### src/clcd_pkg.sv
// Shared definitions for the console line command decoder.
// Holds the command codes, the result record, character constants and keyword tables.
// Used by clcd_scan and console_line_command_decoder; depends on nothing.
package clcd_pkg;

    localparam int LINE_DEPTH = 32;

    localparam logic [7:0] CH_CR    = 8'h0d;
    localparam logic [7:0] CASE_BIT = 8'h20;
    localparam logic [7:0] CH_0     = 8'h30;
    localparam logic [7:0] CH_9     = 8'h39;

    localparam int SET_LEN     = 3;
    localparam int RESET_LEN   = 5;
    localparam int THREADS_LEN = 7;

    typedef enum logic [1:0] {
        CMD_SET     = 2'd0,
        CMD_RESET   = 2'd1,
        CMD_THREADS = 2'd2,
        CMD_UNKNOWN = 2'd3
    } t_cmd;

    typedef struct packed {
        t_cmd        code;
        logic [31:0] value;
    } t_result;

    typedef struct packed {
        logic start;
        logic beat;
    } t_scan_ctl;

    function automatic logic [7:0] set_char(input logic [2:0] k);
        logic [7:0] c;
        case (k)
            3'd0:    c = 8'h73;
            3'd1:    c = 8'h65;
            3'd2:    c = 8'h74;
            default: c = 8'h00;
        endcase
        return c;
    endfunction

    function automatic logic [7:0] reset_char(input logic [2:0] k);
        logic [7:0] c;
        case (k)
            3'd0:    c = 8'h72;
            3'd1:    c = 8'h65;
            3'd2:    c = 8'h73;
            3'd3:    c = 8'h65;
            3'd4:    c = 8'h74;
            default: c = 8'h00;
        endcase
        return c;
    endfunction

    function automatic logic [7:0] threads_char(input logic [2:0] k);
        logic [7:0] c;
        case (k)
            3'd0:    c = 8'h74;
            3'd1:    c = 8'h68;
            3'd2:    c = 8'h72;
            3'd3:    c = 8'h65;
            3'd4:    c = 8'h61;
            3'd5:    c = 8'h64;
            3'd6:    c = 8'h73;
            default: c = 8'h00;
        endcase
        return c;
    endfunction

endpackage

### src/clcd_scan.sv
// Line scanner: consumes the stored line one byte per beat and forms the result.
// Tracks keyword matches and accumulates the decimal value after the set keyword.
// Depends on clcd_pkg.
module clcd_scan #(
    parameter int LINE_DEPTH = clcd_pkg::LINE_DEPTH,
    localparam int LW = $clog2(LINE_DEPTH + 1)
) (
    input  logic                i_clk,
    input  logic                i_rst_n,
    input  clcd_pkg::t_scan_ctl i_ctl,
    input  logic [LW-1:0]       i_pos,
    input  logic [7:0]          i_data,
    input  logic [LW-1:0]       i_len,
    output clcd_pkg::t_result   o_result
);

    logic        r_set_ok;
    logic        r_rst_ok;
    logic        r_thr_ok;
    logic        r_dig_on;
    logic [31:0] r_value;
    logic        n_set_ok;
    logic        n_rst_ok;
    logic        n_thr_ok;
    logic        n_dig_on;
    logic [31:0] n_value;
    logic        is_digit;

    assign is_digit = (i_data >= clcd_pkg::CH_0) && (i_data <= clcd_pkg::CH_9);

    always_comb begin
        n_set_ok = r_set_ok;
        n_rst_ok = r_rst_ok;
        n_thr_ok = r_thr_ok;
        n_dig_on = r_dig_on;
        n_value  = r_value;
        if (i_ctl.start) begin
            n_set_ok = 1'b1;
            n_rst_ok = 1'b1;
            n_thr_ok = 1'b1;
            n_dig_on = 1'b1;
            n_value  = '0;
        end else if (i_ctl.beat) begin
            if (i_pos < LW'(clcd_pkg::SET_LEN)) begin
                if (i_data != clcd_pkg::set_char(i_pos[2:0])) begin
                    n_set_ok = 1'b0;
                end
            end else if (r_dig_on) begin
                if (is_digit) begin
                    n_value = (r_value << 3) + (r_value << 1) + 32'(i_data[3:0]);
                end else begin
                    n_dig_on = 1'b0;
                end
            end
            if (i_pos < LW'(clcd_pkg::RESET_LEN)) begin
                if (i_data != clcd_pkg::reset_char(i_pos[2:0])) begin
                    n_rst_ok = 1'b0;
                end
            end
            if (i_pos < LW'(clcd_pkg::THREADS_LEN)) begin
                if (i_data != clcd_pkg::threads_char(i_pos[2:0])) begin
                    n_thr_ok = 1'b0;
                end
            end
        end
    end

    always_ff @(posedge i_clk) begin
        if (!i_rst_n) begin
            r_set_ok <= 1'b0;
            r_rst_ok <= 1'b0;
            r_thr_ok <= 1'b0;
            r_dig_on <= 1'b0;
            r_value  <= '0;
        end else begin
            r_set_ok <= n_set_ok;
            r_rst_ok <= n_rst_ok;
            r_thr_ok <= n_thr_ok;
            r_dig_on <= n_dig_on;
            r_value  <= n_value;
        end
    end

    always_comb begin
        o_result.value = '0;
        if ((i_len >= LW'(clcd_pkg::SET_LEN)) && r_set_ok) begin
            o_result.code  = clcd_pkg::CMD_SET;
            o_result.value = r_value;
        end else if ((i_len == LW'(clcd_pkg::RESET_LEN)) && r_rst_ok) begin
            o_result.code = clcd_pkg::CMD_RESET;
        end else if ((i_len == LW'(clcd_pkg::THREADS_LEN)) && r_thr_ok) begin
            o_result.code = clcd_pkg::CMD_THREADS;
        end else begin
            o_result.code = clcd_pkg::CMD_UNKNOWN;
        end
    end

endmodule

### src/console_line_command_decoder.sv
// Top level of the console line command decoder: line memory, control and result register.
// Instantiates clcd_scan; depends on clcd_pkg.
//
// Channel | Direction | Handshake             | Payload
// in      | receive   | i_in_valid/o_in_stall | i_rx_done, i_rx_byte
// out     | send      | o_out_valid/i_out_stall | o_command_code, o_set_value
//
// A character beat writes one line memory entry.
// A carriage return walks the stored line through the single read port, one entry per
// cycle, into the scanner, and the scanner's result is then registered as the output.
// Input is stalled during that walk, and longer while an earlier result still waits; a
// finished result may wait for the consumer while new characters are taken.
// Reset is synchronous and needs no memory clearing pass.
module console_line_command_decoder #(
    parameter int LINE_DEPTH = clcd_pkg::LINE_DEPTH
) (
    input  logic        i_clk,
    input  logic        i_rst_n,
    input  logic        i_in_valid,
    output logic        o_in_stall,
    input  logic        i_rx_done,
    input  logic [7:0]  i_rx_byte,
    output logic        o_out_valid,
    input  logic        i_out_stall,
    output logic [1:0]  o_command_code,
    output logic [31:0] o_set_value
);

    localparam int IW = $clog2(LINE_DEPTH);
    localparam int LW = $clog2(LINE_DEPTH + 1);

    typedef enum logic [1:0] {
        S_IDLE,
        S_SCAN,
        S_DONE
    } t_state;

    t_state              r_state;
    logic [IW-1:0]       r_wp;
    logic [LW-1:0]       r_len;
    logic [LW-1:0]       r_scan_idx;
    logic                r_rd_vld;
    logic [LW-1:0]       r_rd_pos;
    logic [7:0]          r_rd_data;
    logic                r_out_valid;
    logic [1:0]          r_code;
    logic [31:0]         r_value;
    logic [7:0]          r_mem [LINE_DEPTH];

    logic                in_beat;
    logic                wr_en;
    logic                cr_beat;
    clcd_pkg::t_scan_ctl scan_ctl;
    clcd_pkg::t_result   scan_res;

    assign o_in_stall  = (r_state != S_IDLE);
    assign in_beat     = i_in_valid && !o_in_stall && i_rx_done;
    assign cr_beat     = in_beat && (i_rx_byte == clcd_pkg::CH_CR);
    assign wr_en       = in_beat && (i_rx_byte != clcd_pkg::CH_CR);

    assign scan_ctl.start = cr_beat;
    assign scan_ctl.beat  = r_rd_vld;

    always_ff @(posedge i_clk) begin
        if (wr_en) begin
            r_mem[r_wp] <= i_rx_byte | clcd_pkg::CASE_BIT;
        end
        r_rd_data <= r_mem[r_scan_idx[IW-1:0]];
    end

    clcd_scan #(
        .LINE_DEPTH (LINE_DEPTH)
    ) u_scan (
        .i_clk    (i_clk),
        .i_rst_n  (i_rst_n),
        .i_ctl    (scan_ctl),
        .i_pos    (r_rd_pos),
        .i_data   (r_rd_data),
        .i_len    (r_len),
        .o_result (scan_res)
    );

    always_ff @(posedge i_clk) begin
        if (!i_rst_n) begin
            r_state     <= S_IDLE;
            r_wp        <= '0;
            r_len       <= '0;
            r_scan_idx  <= '0;
            r_rd_vld    <= 1'b0;
            r_rd_pos    <= '0;
            r_out_valid <= 1'b0;
            r_code      <= '0;
            r_value     <= '0;
        end else begin
            if (r_out_valid && !i_out_stall && (r_state != S_DONE)) begin
                r_out_valid <= 1'b0;
            end
            case (r_state)
                S_IDLE: begin
                    if (wr_en) begin
                        r_len <= LW'(r_wp) + LW'(1);
                        if (r_wp != IW'(LINE_DEPTH - 1)) begin
                            r_wp <= r_wp + IW'(1);
                        end
                    end else if (cr_beat) begin
                        r_wp       <= '0;
                        r_scan_idx <= '0;
                        r_state    <= S_SCAN;
                    end
                end
                S_SCAN: begin
                    if (r_scan_idx < r_len) begin
                        r_rd_vld   <= 1'b1;
                        r_rd_pos   <= r_scan_idx;
                        r_scan_idx <= r_scan_idx + LW'(1);
                    end else begin
                        r_rd_vld <= 1'b0;
                        if (!r_rd_vld) begin
                            r_state <= S_DONE;
                        end
                    end
                end
                S_DONE: begin
                    if (!r_out_valid || !i_out_stall) begin
                        r_out_valid <= 1'b1;
                        r_code      <= scan_res.code;
                        r_value     <= scan_res.value;
                        r_state     <= S_IDLE;
                    end
                end
                default: begin
                    r_state <= S_IDLE;
                end
            endcase
        end
    end

    assign o_out_valid    = r_out_valid;
    assign o_command_code = r_code;
    assign o_set_value    = r_value;

`ifndef SYNTHESIS
    a_len_bound: assert property (@(posedge i_clk) disable iff (!i_rst_n)
        r_len <= LW'(LINE_DEPTH))
        else $error("Line length exceeds the line memory depth.");

    a_scan_bound: assert property (@(posedge i_clk) disable iff (!i_rst_n)
        (r_state == S_SCAN) |-> (r_scan_idx <= r_len))
        else $error("Scan index ran past the line length.");

    a_no_write_busy: assert property (@(posedge i_clk) disable iff (!i_rst_n)
        (r_state != S_IDLE) |-> !wr_en)
        else $error("Line memory written while a line is being decoded.");

    a_value_only_set: assert property (@(posedge i_clk) disable iff (!i_rst_n)
        (o_out_valid && (o_command_code != clcd_pkg::CMD_SET)) |-> (o_set_value == 32'd0))
        else $error("Nonzero value on a result other than set.");

    a_rd_in_scan: assert property (@(posedge i_clk) disable iff (!i_rst_n)
        r_rd_vld |-> (r_state == S_SCAN))
        else $error("Read data beat outside the scan.");
`endif

endmodule
### config.mk
export PLATFORM = sky130hd
export DESIGN_NAME = console_line_command_decoder
export DESIGN_NICKNAME = d
export VERILOG_FILES = /design/src/clcd_pkg.sv /design/src/clcd_scan.sv /design/src/console_line_command_decoder.sv
export SDC_FILE = /design/constraint.sdc
export NUM_CORES = 1
export LEC_CHECK = 0
export BUFFER_PORTS_ARGS = -buffer_cell sky130_fd_sc_hd__buf_2
export CORE_MARGIN = 2
export CORE_UTILIZATION = 50
export DETAILED_ROUTE_END_ITERATION = 6
export PLACE_DENSITY = 0.66
export SKIP_LAST_GASP = 1
export SLEW_MARGIN = 5
export SYNTH_ARGS = -nofsm -noshare
export SYNTH_HDL_FRONTEND = slang
export SYNTH_SLANG_ARGS = --single-unit
### constraint.sdc
create_clock -name i_clk -period 3.97 [get_ports i_clk]
set_clock_uncertainty 0.05 [all_clocks]
set_input_delay 0.397 -clock i_clk [delete_from_list [all_inputs] [get_ports i_clk]]
set_output_delay 0.397 -clock i_clk [all_outputs]
set_load 0.01 [all_outputs]
---- Word-level counts from Yosys, hierarchy flattened ----
Memories as Yosys holds them, arrays and structs flattened. A register that Yosys moved wholly into a read port is not among the register bits.
Index checks and enable logic that the tools add are counted.
operators by class
  $add $sub $neg .......................... 5
  $mul .................................... 0
  div/mod/pow operators ................... 0
  $lt $le $gt $ge ......................... 7
  equality and inequality tests ........... 25
  shifts and indexed selects .............. 0
  muxes and demuxes ....................... 52
  bitwise logic cells ..................... 2
  reduce and logical (&&, ||, !) cells .... 39
operators by type and width
  cell                                                 number
  two-way mux 8 bit                                    9
  case mux 7 bit (7 select lines)                      1
  adder 32 bit                                         1
  adder 32 x 4 -> 32 bit                               1
  two-way mux 32 bit                                   1
  case mux 7 bit (4 select lines)                      1
  two-way mux 1 bit                                    24
  != test 8 bit                                        3
  case mux 7 bit (3 select lines)                      1
  nonzero test 2 bit                                   10
  two-way mux 6 bit                                    3
  != test 2 bit, second input constant                 8
  two-way mux 5 bit                                    3
  two-way mux 2 bit                                    7
  == test 6 x 3 -> 1 bit, second input constant        2
  < comparator 6 x 3 -> 1 bit, second input constant   2
  case mux 6 bit (2 select lines)                      1
  AND reduction 3 bit                                  4
  logical AND 1 bit                                    10
  == test 3 bit, second input constant                 3
  == test 8 x 4 -> 1 bit, second input constant        1
  >= comparator 8 x 6 -> 1 bit, second input constant  1
  <= comparator 8 x 6 -> 1 bit, second input constant  1
  != test 8 x 4 -> 1 bit, second input constant        1
  other kinds (22)                                     31
storage, ports and cells
  flip-flop bits (word level) ............. 105
  latch bits .............................. 0
  RAM bits ................................ 224
  ROM bits ................................ 0
  input port bits ......................... 13
  output and inout port bits .............. 36
  memories kept ........................... 1
memory list
  memory  depth  bits a word  read ports  clocked after memory_dff  wr ports  line                                RTL
  r_mem   32     7            1           1                         1         console_line_command_decoder.sv:48  logic [7:0] r_mem [LINE_DEPTH];

---- Longest topological paths before layout ----
  depth after elaboration ................. 11
  mapped depth ............................ 12
  gate-level depth less buffers ........... 12

---- Hierarchy ----
A second synthesis with hierarchy kept.
second synthesis, totals
  cell total of the unflattened synthesis .. 1255
  area total of the unflattened synthesis .. 15433.6 µm²
by module, submodules not included
  module                        times used  cells each  area each (µm²)  seq. area each (µm²)
  console_line_command_decoder  1           751         11601.1          8087.8
  clcd_scan                     1           504         3832.4           720.7

---- Worst setup path after synthesis ----
OpenSTA, ideal clock, no wires.
  path kind ............................... reg-to-reg
  start point ............................. reg r_rd_data[3], read port of r_mem
  end point ............................... reg u_scan.r_value[24]
  setup time .............................. 0.120 ns
  arrival time ............................ 2.886 ns
  data required time ...................... 3.800 ns
  slack ................................... 0.914 ns
  stages on the path, launching flop included .. 13
  period minus slack after synthesis ...... 3.056 ns
  cell sequence ........................... dfxtp_1 inv_1 fa_1 inv_1 fa_1 a211o_1 o211ai_1 a21oi_2 a21oi_4 o21ai_2 a311oi_1 nor3_1 a211o_1
on the way
  cells in the longest elaborated chain, start to end .. 3
  elaborated cells between the ends (all ways) .. 5
ends and longest elaborated chain
  element                                                         line                                RTL
  from (decl)                                                     console_line_command_decoder.sv:44  logic [7:0] r_rd_data;
  branches (longest 3 deep; another with adder 32 x 4 -> 32 bit)  n/a
  to (signal assigned)                                            clcd_scan.sv:80                     r_value <= n_value;
  to (decl)                                                       clcd_scan.sv:21                     logic [31:0] r_value;
Several ways; the timed one is not identified.
A chain may end at the register's enable or synchronous reset.

---- Worst setup path after layout ----
Ends and elaborated chain as after synthesis.

==> impl_metrics.yaml <==
sta:
  tightest_slew_ps: 919
  drv_slew: 0
  fmax_mhz: 300
  post-route-min-period_ps: 3340
  rsz0062_at_grt: "false"
  setup_viol: 0
  min_period_over_period_pct: 84.1
  slew-limit-headroom_pct: 38.7
  fin_tns_setup_ps: 0
  hold_viol: 0
yosys:
  synth-async-reset-ratio_pct: 0
  synth_cells: 1136
  syn_area_per_cell_um2: 13.0
  ys_top_cells_by_count: "edfxtp_1, nand2_1, a21oi_1"
  ys_types: 67
  syn-num-nets: 1220
  yosysSeqAreaShare_pct: 59.4
  syn_area_um2: 14800
  yosys.area.top_type: "edfxtp_1"
  synth-edff-count: 224
  ys_ff_latch: 328
  yosys.area.top_type_share_pct: 45.4
  synth-main-ff-cell: "edfxtp_1"
  yosysMostFrequentCell: "edfxtp_1"
  synthTopCellsByArea: "edfxtp_1, dfxtp_1, mux4_2"
  ys_warn_count: 0
critical_path:
  worstPathMaxFanout: 5
  cp-start-kind: "register"
  required_ps: 4320
  rr_startpoint: "r_rd_data[3]"
  path_class: "register to register"
  rr_worst_depth: 12
  crit_arrival_ps: 3680
  crit_start: "r_rd_data[3]"
  end_kind: "register"
detailed_routing:
  avgRoutedWirePerCell_um: 18.8
  first_iter_violations: 655
  viasPerCell: 5.63
  dr.pass1.iters: 5
  drt.antenna.violating_nets: 0
  vias: 8985
  wl_um: 29900
  drc: 0
global_route:
  track_usage_pct: 19.8
  grt_pass1_vias: 8856
  grt_overflow: 0
  grt-busiest-layer: "met2"
  grt_pass1_wl_um: 48200
  gr-usage-met2_pct: 33.9
  gr-usage-met1_pct: 25.8
  grt_max_degree: 37
  grt_use_met3_pct: 3.14
  antenna_found_initial: 0
placement:
  place_area_um2: 15400
  port_buffers: 48
  gp_congestion: 0.873
  place_hpwl_um: 20500
finish:
  antenna_cells: 0
  design_area_um2: 16500
  area_growth_pct: 11.5
  n_fill_cell: 2415
  nets: 1263
  drive_above_1_share_pct: 17.0
clock_tree:
  tritoncts: "done"
  cts_root_buf: "clkbuf_16"
  cts_resized: 0
  clk_pin_slew_ps: 60
  cts_hold_buf: 0
  htree_num_levels: 2
  cts_made_buffers: 35
  cts_buffer_depth: 3
  cts_setup_buffers: 0
  insertion_delay_ps: 510
  clkSinkCount: 328
floorplanning:
  die_h_um: 176
  io_pins: 49
  chipWidth_um: 176
  start_util_pct: 50.4
  core-area_um2: 29400
  die-area_um2: 31000
  rows: 63
run_status:
  status: "finished, final reports clean"
power_and_ir_drop:
  p_per_area_nw_per_um2: 416
  p_leak_nw: 5.88
  peakVddDrop_v: 0.000370
job:
  cap_violations: 0
min_path:
  hold_path.class: "input pin to register"
  hold_path_depth: 3
  min_from: "i_rst_n"
==> critical path, cell delays in order, from the launching register on <==
cell and delay [ps]:
dfxtp_1 330, inv_1 90, fa_1 530, inv_1 70
fa_1 470, a211o_1 280, o211ai_1 170, a21oi_2 150
a21oi_4 260, o21ai_2 110, a311oi_1 350, nor3_1 80
a211o_1 270
==> registers in the layout, summed over array words and instances, names as in the netlist <==
register / cells
u_scan.r_value: 32
r_scan_idx: 6
o_set_value: 32
o_out_valid: 1
r_wp: 5
o_command_code: 2
u_scan.r_thr_ok: 1
r_mem: 224
r_rd_vld: 1
r_rd_pos: 6
u_scan.r_set_ok: 1
r_rd_data: 7
u_scan.r_dig_on: 1
r_len: 6
u_scan.r_rst_ok: 1
r_state: 2
==> stage by stage <==
step | power, mW | cells | setup WS (ps) | util [%] | hold WS, ps
3_3_place_gp | 3.85 | 1532 | 728 | 52.5 | 389
5_1_grt | 7.11 | 1595 | 341 | 56.2 | 146
2_1_floorplan | 3.79 | 1136 | 914 | - | 382
4_1_cts | 6.95 | 1595 | 643 | 56.2 | 129
3_5_place_dp | 3.86 | 1532 | 656 | 52.5 | 394
6_report | 6.87 | 1595 | 633 | 56.2 | 148
==> area by class of cell <==
class	count	area, um2	area share [%]
Sequential cell	328	8810	53.4
Multi-Input combinational cell	723	5650	34.2
Clock buffer	55	1010	6.12
Tap cell	390	488	2.95
Timing Repair Buffer	66	388	2.35
Inverter	25	93.8	0.568
Clock inverter	8	76.3	0.462
==> routing by layer <==
layer | vias to the layer above | routed length, um
met5 | - | 0
met4 | 0 | 811
met3 | 54 | 1300
met2 | 212 | 14800
met1 | 4364 | 13000
li1 | 4355 | -
==> logic make-up (layout without fill, tap and decap cells) <==
| family | count (synthesis) | in the layout | synth area share [%] |
|---|---|---|---|
| flops | 328 | 328 | 59.4 |
| simple gates | 327 | 327 | 9.78 |
| compound gates | 210 | 210 | 8.72 |
| buf+inv | 85 | 154 | 2.48 |
| mux | 84 | 84 | 11.7 |
| fa+ha+maj | 71 | 71 | 6.10 |
| xor+xnor | 31 | 31 | 1.83 |
==> final timing paths <==
path / to / slack, ps
setup / recovery: u_scan.r_value[24] / 630
hold / removal: u_scan.r_thr_ok / 150
setup reg to reg: u_scan.r_value[24] / 630
hold reg to reg: o_set_value[17] / 400
==> power by group <==
part / internal (mW) / total [mW] / leakage, nW / switching (mW)
clock network: 1.82 / 3.08 / 0.526 / 1.26
registers: 3.66 / 3.67 / 2.86 / 0.00975
logic: 0.0320 / 0.117 / 2.50 / 0.0853
total: 5.51 / 6.87 / 5.88 / 1.36
==> cells in the final DEF, fill, tap and decap left out, types with 4 or more instances in the layout <==
master     synthesis  final
a211oi_1          10     10
a21o_1            15     15
a21oi_1          108    107
a31oi_1            6      6
buf_2             11     48
buf_4              0     17
clkbuf_1          39     14
clkbuf_16          0     35
clkbuf_8           0      6
dfxtp_1          104    102
edfxtp_1         224    224
ha_1              69     69
inv_1             25     25
mux2_2             8      8
mux2i_1            6      6
mux4_2            70     70
nand2_1          149    149
nand2b_1           7      7
nand3_1           17     17
nand3b_1           7      7
nand4_1           13     13
nor2_1            91     91
nor2b_1            5      5
nor3_1            11     11
nor4_1             5      5
o21ai_0           28     28
o21bai_1           4      4
or3_1              4      4
xnor2_1           15     15
xor2_1            16     16
No activity file was read; power rests on OpenSTA's default activity.
